==> src/sv/uarb_pkg.sv <==
// shared constants, command codes and ring pointer helpers for the uart ring buffers
package uarb_pkg;

	// ring size and pointer widths
	localparam int DEPTH = 256;
	localparam int PTR_W = $clog2(DEPTH);

	localparam logic [PTR_W-1:0] PTR_LAST    = PTR_W'(DEPTH - 1);
	localparam logic [PTR_W-1:0] PTR_LAST_M1 = PTR_W'(DEPTH - 2);
	localparam logic [PTR_W:0]   DEPTH_X     = (PTR_W + 1)'(DEPTH);

	// command codes
	localparam logic [1:0] CMD_LINE_RX  = 2'd0;
	localparam logic [1:0] CMD_TX_READY = 2'd1;
	localparam logic [1:0] CMD_SW_READ  = 2'd2;
	localparam logic [1:0] CMD_SW_WRITE = 2'd3;

	// characters
	localparam logic [7:0] CH_CR = 8'h0D;
	localparam logic [7:0] CH_LF = 8'h0A;

	// pointer step with wrap at the ring end
	function automatic logic [PTR_W-1:0] ring_next(input logic [PTR_W-1:0] p);
		return (p == PTR_LAST) ? '0 : p + 1'b1;
	endfunction

	// bytes waiting between head and tail
	function automatic logic [PTR_W-1:0] ring_count(input logic [PTR_W-1:0] head,
		input logic [PTR_W-1:0] tail);
		logic [PTR_W:0] sum;
		if (tail >= head) begin
			sum = {1'b0, tail} - {1'b0, head};
		end else begin
			sum = {1'b0, tail} + DEPTH_X - {1'b0, head};
		end
		return sum[PTR_W-1:0];
	endfunction

endpackage

==> src/sv/uart_async_ring_buffers.sv <==
// receive and transmit ring buffers between a serial line and software
// results: a push, a write of one byte, an empty pop or a dropped item is registered
// in the cycle after it is accepted; a pop with data first waits in a read state for the
// registered ring memory read, and a line feed write puts CR, then LF in ST_WR_LF, as each
// ring has a single write port. a new item is taken only while idle with the result free.
// reset: pointers and the transmit request clear at once; ring memories are never cleared.
module uart_async_ring_buffers (
	input  logic       clk,
	input  logic       arst_n,
	input  logic       in_valid,
	output logic       in_ready,
	input  logic [1:0] cmd,
	input  logic [7:0] data_byte,
	output logic       out_valid,
	input  logic       out_ready,
	output logic       line_valid,
	output logic [7:0] line_byte,
	output logic       read_valid,
	output logic [7:0] read_byte,
	output logic       tx_irq_on,
	output logic       overflow,
	output logic [7:0] rx_level,
	output logic [7:0] tx_level
);

	typedef enum logic [1:0] {
		ST_IDLE,
		ST_READ_RX,
		ST_READ_TX,
		ST_WR_LF
	} state_t;

	state_t state_q, state_d;

	// ring pointers and transmit request
	logic [uarb_pkg::PTR_W-1:0] rx_head_q, rx_tail_q, tx_head_q, tx_tail_q;
	logic [uarb_pkg::PTR_W-1:0] rx_head_d, rx_tail_d, tx_head_d, tx_tail_d;
	logic                       irq_q, irq_d;

	// result register
	logic       out_valid_q;
	logic       line_valid_q, read_valid_q, overflow_q;
	logic [7:0] line_byte_q, read_byte_q, rx_level_q, tx_level_q;

	// memory ports
	logic [7:0]                 rx_mem [uarb_pkg::DEPTH];
	logic [7:0]                 tx_mem [uarb_pkg::DEPTH];
	logic                       rx_we, tx_we, rx_re, tx_re;
	logic [7:0]                 tx_wd;
	logic [7:0]                 rx_rd_q, tx_rd_q;

	// next-item logic
	logic                       accept;
	logic                       load;
	logic                       lv_d, rv_d, ovf_d;
	logic [7:0]                 lb_d, rb_d;
	logic [uarb_pkg::PTR_W-1:0] rx_cnt, tx_cnt;

	assign in_ready = (state_q == ST_IDLE) && (!out_valid_q || out_ready);
	assign accept   = in_valid && in_ready;

	assign rx_cnt = uarb_pkg::ring_count(rx_head_q, rx_tail_q);
	assign tx_cnt = uarb_pkg::ring_count(tx_head_q, tx_tail_q);

	// command decode and pointer updates
	always_comb begin
		state_d   = state_q;
		rx_head_d = rx_head_q;
		rx_tail_d = rx_tail_q;
		tx_head_d = tx_head_q;
		tx_tail_d = tx_tail_q;
		irq_d     = irq_q;
		rx_we     = 1'b0;
		tx_we     = 1'b0;
		rx_re     = 1'b0;
		tx_re     = 1'b0;
		tx_wd     = data_byte;
		load      = 1'b0;
		lv_d      = 1'b0;
		lb_d      = '0;
		rv_d      = 1'b0;
		rb_d      = '0;
		ovf_d     = 1'b0;
		case (state_q)
			ST_IDLE: begin
				if (accept) begin
					case (cmd)
						uarb_pkg::CMD_LINE_RX: begin
							load = 1'b1;
							if (rx_cnt == uarb_pkg::PTR_LAST) begin
								ovf_d = 1'b1;
							end else begin
								rx_we     = 1'b1;
								rx_tail_d = uarb_pkg::ring_next(rx_tail_q);
							end
						end
						uarb_pkg::CMD_TX_READY: begin
							if (tx_head_q == tx_tail_q) begin
								irq_d = 1'b0;
								load  = 1'b1;
							end else begin
								tx_re     = 1'b1;
								tx_head_d = uarb_pkg::ring_next(tx_head_q);
								state_d   = ST_READ_TX;
							end
						end
						uarb_pkg::CMD_SW_READ: begin
							if (rx_head_q == rx_tail_q) begin
								load = 1'b1;
							end else begin
								rx_re     = 1'b1;
								rx_head_d = uarb_pkg::ring_next(rx_head_q);
								state_d   = ST_READ_RX;
							end
						end
						default: begin
							irq_d = 1'b1;
							if (data_byte == uarb_pkg::CH_LF) begin
								if (tx_cnt < uarb_pkg::PTR_LAST_M1) begin
									tx_we     = 1'b1;
									tx_wd     = uarb_pkg::CH_CR;
									tx_tail_d = uarb_pkg::ring_next(tx_tail_q);
									state_d   = ST_WR_LF;
								end else begin
									ovf_d = 1'b1;
									load  = 1'b1;
								end
							end else if (tx_cnt == uarb_pkg::PTR_LAST) begin
								ovf_d = 1'b1;
								load  = 1'b1;
							end else begin
								tx_we     = 1'b1;
								tx_tail_d = uarb_pkg::ring_next(tx_tail_q);
								load      = 1'b1;
							end
						end
					endcase
				end
			end
			ST_READ_TX: begin
				lv_d    = 1'b1;
				lb_d    = tx_rd_q;
				load    = 1'b1;
				state_d = ST_IDLE;
			end
			ST_READ_RX: begin
				rv_d    = 1'b1;
				rb_d    = (rx_rd_q == uarb_pkg::CH_CR) ? uarb_pkg::CH_LF : rx_rd_q;
				load    = 1'b1;
				state_d = ST_IDLE;
			end
			ST_WR_LF: begin
				tx_we     = 1'b1;
				tx_wd     = uarb_pkg::CH_LF;
				tx_tail_d = uarb_pkg::ring_next(tx_tail_q);
				load      = 1'b1;
				state_d   = ST_IDLE;
			end
			default: begin
				state_d = ST_IDLE;
			end
		endcase
	end

	// state, pointers and result register
	always_ff @(posedge clk or negedge arst_n) begin
		if (!arst_n) begin
			state_q      <= ST_IDLE;
			rx_head_q    <= '0;
			rx_tail_q    <= '0;
			tx_head_q    <= '0;
			tx_tail_q    <= '0;
			irq_q        <= 1'b0;
			out_valid_q  <= 1'b0;
			line_valid_q <= 1'b0;
			line_byte_q  <= '0;
			read_valid_q <= 1'b0;
			read_byte_q  <= '0;
			overflow_q   <= 1'b0;
			rx_level_q   <= '0;
			tx_level_q   <= '0;
		end else begin
			state_q   <= state_d;
			rx_head_q <= rx_head_d;
			rx_tail_q <= rx_tail_d;
			tx_head_q <= tx_head_d;
			tx_tail_q <= tx_tail_d;
			irq_q     <= irq_d;
			if (load) begin
				out_valid_q  <= 1'b1;
				line_valid_q <= lv_d;
				line_byte_q  <= lb_d;
				read_valid_q <= rv_d;
				read_byte_q  <= rb_d;
				overflow_q   <= ovf_d;
				rx_level_q   <= 8'(uarb_pkg::ring_count(rx_head_d, rx_tail_d));
				tx_level_q   <= 8'(uarb_pkg::ring_count(tx_head_d, tx_tail_d));
			end else if (out_ready) begin
				out_valid_q <= 1'b0;
			end
		end
	end

	// receive ring memory
	always_ff @(posedge clk) begin
		if (rx_we) begin
			rx_mem[rx_tail_q] <= data_byte;
		end
		if (rx_re) begin
			rx_rd_q <= rx_mem[rx_head_q];
		end
	end

	// transmit ring memory
	always_ff @(posedge clk) begin
		if (tx_we) begin
			tx_mem[tx_tail_q] <= tx_wd;
		end
		if (tx_re) begin
			tx_rd_q <= tx_mem[tx_head_q];
		end
	end

	assign out_valid  = out_valid_q;
	assign line_valid = line_valid_q;
	assign line_byte  = line_byte_q;
	assign read_valid = read_valid_q;
	assign read_byte  = read_byte_q;
	assign tx_irq_on  = irq_q;
	assign overflow   = overflow_q;
	assign rx_level   = rx_level_q;
	assign tx_level   = tx_level_q;

`ifndef SYNTH
	// a pop with data enters the read state, with no result yet, while the memory read runs
	a_rx_pop_wait: assert property (@(posedge clk) disable iff (!arst_n)
		(accept && cmd == uarb_pkg::CMD_SW_READ && rx_head_q != rx_tail_q)
		|=> (state_q == ST_READ_RX && !out_valid_q))
		else $error("rx pop did not enter read wait");

	// the second half of a line feed pair is written in the next cycle only
	a_lf_one_cycle: assert property (@(posedge clk) disable iff (!arst_n)
		(state_q == ST_WR_LF) |=> (state_q == ST_IDLE && out_valid_q))
		else $error("line feed write did not finish");

	// no result is held while an item is still in progress
	a_busy_no_result: assert property (@(posedge clk) disable iff (!arst_n)
		(state_q != ST_IDLE) |-> !out_valid_q)
		else $error("result pending during work on an item");

	// a result never carries both a sent byte and a read byte
	a_one_kind: assert property (@(posedge clk) disable iff (!arst_n)
		out_valid_q |-> !(line_valid_q && read_valid_q))
		else $error("line and read result both valid");

	// the transmit request goes up on every software write
	a_irq_set: assert property (@(posedge clk) disable iff (!arst_n)
		(accept && cmd == uarb_pkg::CMD_SW_WRITE) |=> irq_q)
		else $error("transmit request not set by write");
`endif

endmodule
==> config.mk <==
export PLATFORM = sky130hd
export DESIGN_NAME = uart_async_ring_buffers
export DESIGN_NICKNAME = d
export VERILOG_FILES = /design/src/sv/uarb_pkg.sv /design/src/sv/uart_async_ring_buffers.sv
export SDC_FILE = /design/constraint.sdc
export NUM_CORES = 2
export LEC_CHECK = 0
export BUFFER_PORTS_ARGS = -buffer_cell sky130_fd_sc_hd__buf_4
export CORE_ASPECT_RATIO = 1.4
export CORE_MARGIN = 1
export CORE_UTILIZATION = 30
export DETAILED_ROUTE_END_ITERATION = 7
export GPL_TIMING_DRIVEN = 0
export PLACE_DENSITY = 0.53
export SETUP_SLACK_MARGIN = 0.5
export SKIP_CTS_REPAIR_TIMING = 1
export SYNTH_ARGS = -nofsm -noshare
export SYNTH_HDL_FRONTEND = slang
export SYNTH_SLANG_ARGS = --single-unit
==> constraint.sdc <==
create_clock -name clk -period 10.7 [get_ports clk]
set_input_delay 1.07 -clock clk [delete_from_list [all_inputs] [get_ports clk]]
set_output_delay 1.07 -clock clk [all_outputs]
set_load 0.01 [all_outputs]
---- Word level (Yosys, flattened, before mapping) ----
Memory sizes are Yosys's and may differ from the RTL's. A register that Yosys moved wholly into a read port is not among the register bits.
Cells that the tools add are included.
cells by class
  add/sub/neg operators ................... 16
  $lt $le $gt $ge ......................... 5
  eq/ne operators ......................... 22
  multiplexer cells ....................... 82
  bitwise gates (word level) .............. 1
  reduce and logical (&&, ||, !) cells .... 13
operators by type and width
  cell                                                                   count
  8-bit 2-to-1 mux                                                       32
  8-bit by 1-bit adder with 8-bit output, second input constant          8
  8-bit subtractor                                                       8
  8-bit equality test, second input constant                             6
  1-bit 2-to-1 mux                                                       36
  8-bit greater-or-equal comparator                                      4
  8-bit case mux with 2 select lines                                     2
  8-bit by 4-bit equality test with 1-bit output, second input constant  2
  8-bit equality test                                                    2
  2-bit 2-to-1 mux                                                       5
  8-bit less-than comparator, second input constant                      1
  4-bit by 1-bit != test with 1-bit output, second input constant        2
  1-bit case mux with 2 select lines                                     4
  2-bit equality test, second input constant                             3
  2-bit != test, second input constant                                   3
  3-bit != test, second input constant                                   2
  2-bit case mux with 3 select lines                                     1
  6-bit AND reduction                                                    1
  3-bit OR reduction                                                     2
  2-bit by 1-bit equality test with 1-bit output, second input constant  2
  2-bit logical NOT                                                      2
  2-bit case mux with 2 select lines                                     1
  4-bit AND reduction                                                    1
  2-bit OR reduction                                                     2
  6 further kinds                                                        7
storage, ports and cells
  register bits ........................... 71
  RAM bits ................................ 4096
  word-level logic and storage cells ...... 155
  memories kept ........................... 2
memory list
  memory  depth  width  read ports  clocked after Yosys merged registers in  wr ports  RTL line                       text
  rx_mem  256    8      1           1                                        1         uart_async_ring_buffers.sv:46  logic [7:0] rx_mem [uarb_pkg::DEPTH];
  tx_mem  256    8      1           1                                        1         uart_async_ring_buffers.sv:47  logic [7:0] tx_mem [uarb_pkg::DEPTH];

---- Logic depth before layout (Yosys ltp) ----
  depth in word-level cells ............... 12
  depth in mapped cells ................... 25

---- Worst setup path before layout ----
OpenSTA, ideal clock, no wires.
  path kind ............................... reg2reg
  start point ............................. register tx_head_q[2] (netlist bit)
  end point ............................... memory tx_mem[0][0] (data pin)
  arrival ................................. 8.670 ns
  data required time ...................... 9.311 ns
  slack ................................... 0.640 ns
  stages on the path, launching flop included .. 13
  path buffers ............................ 3
  period minus slack after synthesis ...... 10.060 ns
  cell sequence ........................... dfrtp_1 clkbuf_1 inv_2 buf_1 clkbuf_1 ha_1 and3b_1 or3_1 nand4bb_1 nor3_1 nor3_1 a21oi_1 nor2_1
on the way
  cells in the longest elaborated chain, start to end .. 8
RTL lines
  what                                            RTL line                        text
  start: declaration                              uart_async_ring_buffers.sv:36   logic [uarb_pkg::PTR_W-1:0] rx_head_q, rx_tail_q, tx_head_q, tx_tail_q;
  start signal: assignment                        uart_async_ring_buffers.sv:186  tx_head_q <= tx_head_d;
  8-bit subtractor, or another cell as far along  uarb_pkg.sv:34                  sum = {1'b0, tail} + DEPTH_X - {1'b0, head};
  8-bit 2-to-1 mux *                              uarb_pkg.sv:31                  if (tail >= head) begin
  8-bit less-than comparator *                    uart_async_ring_buffers.sv:119  if (tx_cnt < uarb_pkg::PTR_LAST_M1) begin
  8-bit 2-to-1 mux *                              uart_async_ring_buffers.sv:119
  8-bit 2-to-1 mux *                              uart_async_ring_buffers.sv:118  if (data_byte == uarb_pkg::CH_LF) begin
  8-bit 2-to-1 mux *                              uart_async_ring_buffers.sv:87   case (cmd)
  8-bit 2-to-1 mux *                              uart_async_ring_buffers.sv:86   if (accept) begin
  8-bit case mux with 2 select lines *            uart_async_ring_buffers.sv:84   case (state_q)
  named net tx_wd[0]                              uart_async_ring_buffers.sv:49   logic [7:0] tx_wd;
  end: declaration                                uart_async_ring_buffers.sv:47
Mark *: on every way through the listed nets, which the timed path passes. The rest lies on a longest branch.

---- Final worst setup path ----
  start point ............................. register rx_head_q[1] (netlist bit)
  end point ............................... register rx_level_q[7], in the netlist rx_level[7]
on the way
  cells in the longest elaborated chain, start to end .. 10
RTL lines
  what                                            RTL line                        text
  start: declaration                              uart_async_ring_buffers.sv:36
  start signal: assignment                        uart_async_ring_buffers.sv:184  rx_head_q <= rx_head_d;
  8-bit subtractor, or another cell as far along  uarb_pkg.sv:34
  8-bit 2-to-1 mux                                uarb_pkg.sv:31
  8-bit equality test                             uart_async_ring_buffers.sv:90   if (rx_cnt == uarb_pkg::PTR_LAST) begin
  8-bit 2-to-1 mux                                uart_async_ring_buffers.sv:90
  8-bit 2-to-1 mux                                uart_async_ring_buffers.sv:87
  8-bit 2-to-1 mux                                uart_async_ring_buffers.sv:86
  8-bit 2-to-1 mux                                uart_async_ring_buffers.sv:84
  8-bit by 1-bit adder with 8-bit output          uarb_pkg.sv:34
  8-bit subtractor                                uarb_pkg.sv:34
  8-bit 2-to-1 mux                                uarb_pkg.sv:31
  end signal: assignment                          uart_async_ring_buffers.sv:196  rx_level_q <= 8'(uarb_pkg::ring_count(rx_head_d, rx_tail_d));
  end: declaration                                uart_async_ring_buffers.sv:43   logic [7:0] line_byte_q, read_byte_q, rx_level_q, tx_level_q;
Several ways; a longest one is shown, not always the timed one.
A chain may end at the register's enable or synchronous reset.

==> metrics.md <==
| Metric | Value |
|---|---|
| Final Instance Area | around 190000 µm² |
| Clk_skew | around 45 ps |
| TritonRoute pass-1 iters | 6 |
| WHS | ~290 ps |
| Synth warn | 0 |
| Syn Inst Count | roughly 7.9k |
| Lkg Pwr | approximately 57 nW |
| Max-cap violations | 3 |
| Gp weighted congestion | about 0.9 |
| # nets final | roughly 8.4k |
| Avg Cell Area, Syn | between 20 and 25 µm² |
| Worst-path cell chain | clkbuf_1 > clkbuf_1 > buf_1 > inv_1 > ha_1 > nor2b_1 > o21a_1 > o21ai_0 > nor4b_1 > a21oi_1 > nand2_1 > nor2_2 > or2_2 > ha_1 > nor2b_1 > o21ai_0 > a21boi_0 > o21ai_0 > nand2b_1 > a31oi_1 > xnor2_1 > xor2_1 > o21ai_0 |
| Setup TNS | 0 ps |
| # DRC | 0 |
| Primary FF master, synth | edfxtp_1 |
| Setup violators final | 0 |
| Register area share after synthesis | 0.7656 |
| Die Footprint | about 550000 µm² |
| Area growth, synth to finish | 14.45% |
| Root Buffer | clkbuf_16 |
| Layout cell share with drive strength beyond 1 | 0.2085 |
| Vias | about 83k |
| Core ar. | ~540000 µm² |
| Final Hold Fails | 0 |
| First-pass GRT wire length | 676.9 mm |
| Tot Pwr | between 40 and 50 mW |
| DR WL/cell | approximately 31 µm |
| Crit-path most repeated cell | o21ai_0 |
| DP Area | about 170000 µm² |
| Worst-margin pin slew | approximately 1700 ps |
| Initial Utilization | 0.3016 |
| Share of async-settable or async-resettable flops after synthesis | 0.01697 |
| WL final | 491.4 mm |
| Clk Latency, worst-skew pair | 960 ps |
| Failing checks | capacitance limit, slew limit |
| Row count | 320 |
| Hold WC Path Type | input pin to asynchronous set/reset pin |
| Largest net degree at the start of global routing | 153 |
| GRT Overall Usage | 0.1753 |
| EDFF count, synth | ~4.1k |
| Post-synthesis net count | around 7.9k |
| Filler instances | around 50k |
| Outcome | complete, but fails checks |
| GRT overflow | 0 |
| Die width | about 630 µm |
| TritonCTS clock tree | built |
| CP Capture Type | flop |
| Hpwl dp | between 300 and 400 mm |
| WS Path Type | flop to flop |
| Worst ir drop on vdd | a little over 0.0002 V |
| Cell variety after synth | 67 |
| CTS max path bufs | 4 |
| Max FO, Critical Path | 10 |
| Clock-pin transition on the worst setup and hold timing paths | 70 ps |
| Final WS setup | around 2100 ps |
| DRT antenna net count | 0 |
| CTS H-tree lvls | 5 |
| Num CTS Buffers | between 300 and 400 |
| Slowest Stage Delay on Critical Path | 970 ps |
| Dpl ws | between 2000 and 2500 ps |
| Clock Sinks | ~4.2k |
| Post-route clock period utilization | 0.8055 |
| Max transition margin | -0.1226 |
| Initial antenna violation count | 26 |
| Die height | 875.8 µm |
| IO Pins | 52 |
| Synthesized area | 163600 µm² |
| Vias/cell | 5.229 |
| RSZ-0062 raised after global routing | no |
| Pins Over Slew Limit | 34 |
| Slowest cell on crit path | clkbuf_1 |
| Drt initial violations | 9475 |
| Number of global-route vias before repair | 85.11k |
| CP Launch Type | flop |
| WP data required | between 10000 and 15000 ps |
| Crit path max-delay family | buffers and inverters |
| Register bit count reported by yosys | approximately 4.2k |
| Max Fclk | between 100 and 150 MHz |
| Min cycle time layout | 8619 ps |
| Data arrival time of the critical path | 9430 ps |
| Bufs and invs on worst path | 4 |
| Pwr Density | 245.9 nW/µm² |
| Port Buffers | slightly above 50 |
==> layout make-up <==
type	count	area, µm²	share of cell area
inverter	53	198.9	0.001062
tap	7245	9065	0.04841
sequential	4183	125300	0.6690
buffer	480	1984	0.01060
clock inverter	237	2785	0.01487
clock buffer	440	9753	0.05209
multi-input combinational	3157	36300	0.1939
antenna	12	30.03	0.0001604
timing repair buffer	110	1868	0.009977
==> metrics by stage <==
stage,util,instances
3_5_place_dp,0.3220,15230
4_1_cts,0.3451,15910
6_report,0.3451,15920
3_3_place_gp,0.3190,15170
5_1_grt,0.3451,15910
2_1_floorplan,-,7873
==> path summary, 6_finish.rpt <==
path,cells past startpoint,slack (ps),from,to
min in group clk,2,500,rx_level[5],rx_level[5]
max,23,2080,rx_head_q[1],rx_level[7]
min,1,290,arst_n,rx_level[2]
max in group asynchronous,1,9690,arst_n,tx_tail_q[4]
min reg2reg,2,500,rx_level[5],rx_level[5]
max reg2reg,23,2080,rx_head_q[1],rx_level[7]
==> cell families (layout without fill, tap and decap cells) <==
group,Yosys count,in the layout,share of synthesized area
flip-flops,4183,4183,0.7656
multiplexers,1452,1452,0.1627
AND/OR/NAND/NOR,976,976,0.02568
AO/OA/AOI/OAI,641,641,0.02699
buffers and inverters,533,1320,0.01295
adder cells (fa/ha/maj),52,52,0.004115
XOR/XNOR,36,36,0.001927
other,0,12,0
==> synth_stat cells (10+ instances only) <==
library cell	instances	area, µm²
nor2_1	573	2151
and2_1	10	62.56
nor3_1	155	775.7
dfrtp_1	71	1777
edfxtp_1	4112	123500
o221ai_1	239	2093
o22ai_1	119	744.5
mux4_2	966	21760
o21ai_0	53	265.3
buf_2	88	440.4
nor2b_1	14	87.58
xnor2_1	19	166.4
xor2_1	17	148.9
mux2i_1	484	4845
buf_1	86	322.8
nand3_1	22	110.1
nand4_1	11	68.82
clkbuf_1	305	1145
ha_1	49	613.1
inv_1	48	180.2
a21oi_1	173	865.8
nand2_1	132	495.5
==> registers in the layout, summed over array words and instances, names as in the netlist <==
name	cells
line_valid	1
tx_irq_on	1
state_q	2
tx_level	8
rx_tail_q	8
rx_rd_q	8
read_valid	1
rx_mem	2048
overflow	1
rx_head_q	8
out_valid	1
read_byte	8
tx_tail_q	8
tx_mem	2048
rx_level	8
tx_head_q	8
line_byte	8
tx_rd_q	8
==> cells in the final DEF, fill, tap and decap left out, types with 49 or more instances in the layout <==
master / instances
edfxtp_1: 4112
mux4_2: 966
nor2_1: 569
mux2i_1: 484
clkbuf_16: 379
clkbuf_1: 319
o221ai_1: 239
a21oi_1: 173
nor3_1: 153
nand2_1: 132
o22ai_1: 119
buf_2: 96
buf_1: 77
dfrtp_1: 71
clkinv_2: 66
clkinv_1: 62
bufinv_16: 57
o21ai_0: 53
ha_1: 49
==> layer usage <==
layer  part of all wire  wire length (µm)  vias to the layer above  track usage
met1               0.38            188600                    45060       0.2192
met5           0.000055                27                        -            0
met2               0.50            244400                     3589       0.2986
met3              0.067             33140                      801      0.02651
met4              0.051             25160                        4      0.08228
li1                   -                 -                    33780            -
==> where the power goes <==
group / internal [mW] / total [mW] / switching [mW]
sequential: 19.2 / 19.3 / 0.0855
clock: 7.94 / 14.1 / 6.17
combinational: 4.62 / 12.7 / 8.04
total: 31.7 / 46.0 / 14.3
Power figures use the tool's default switching activity.
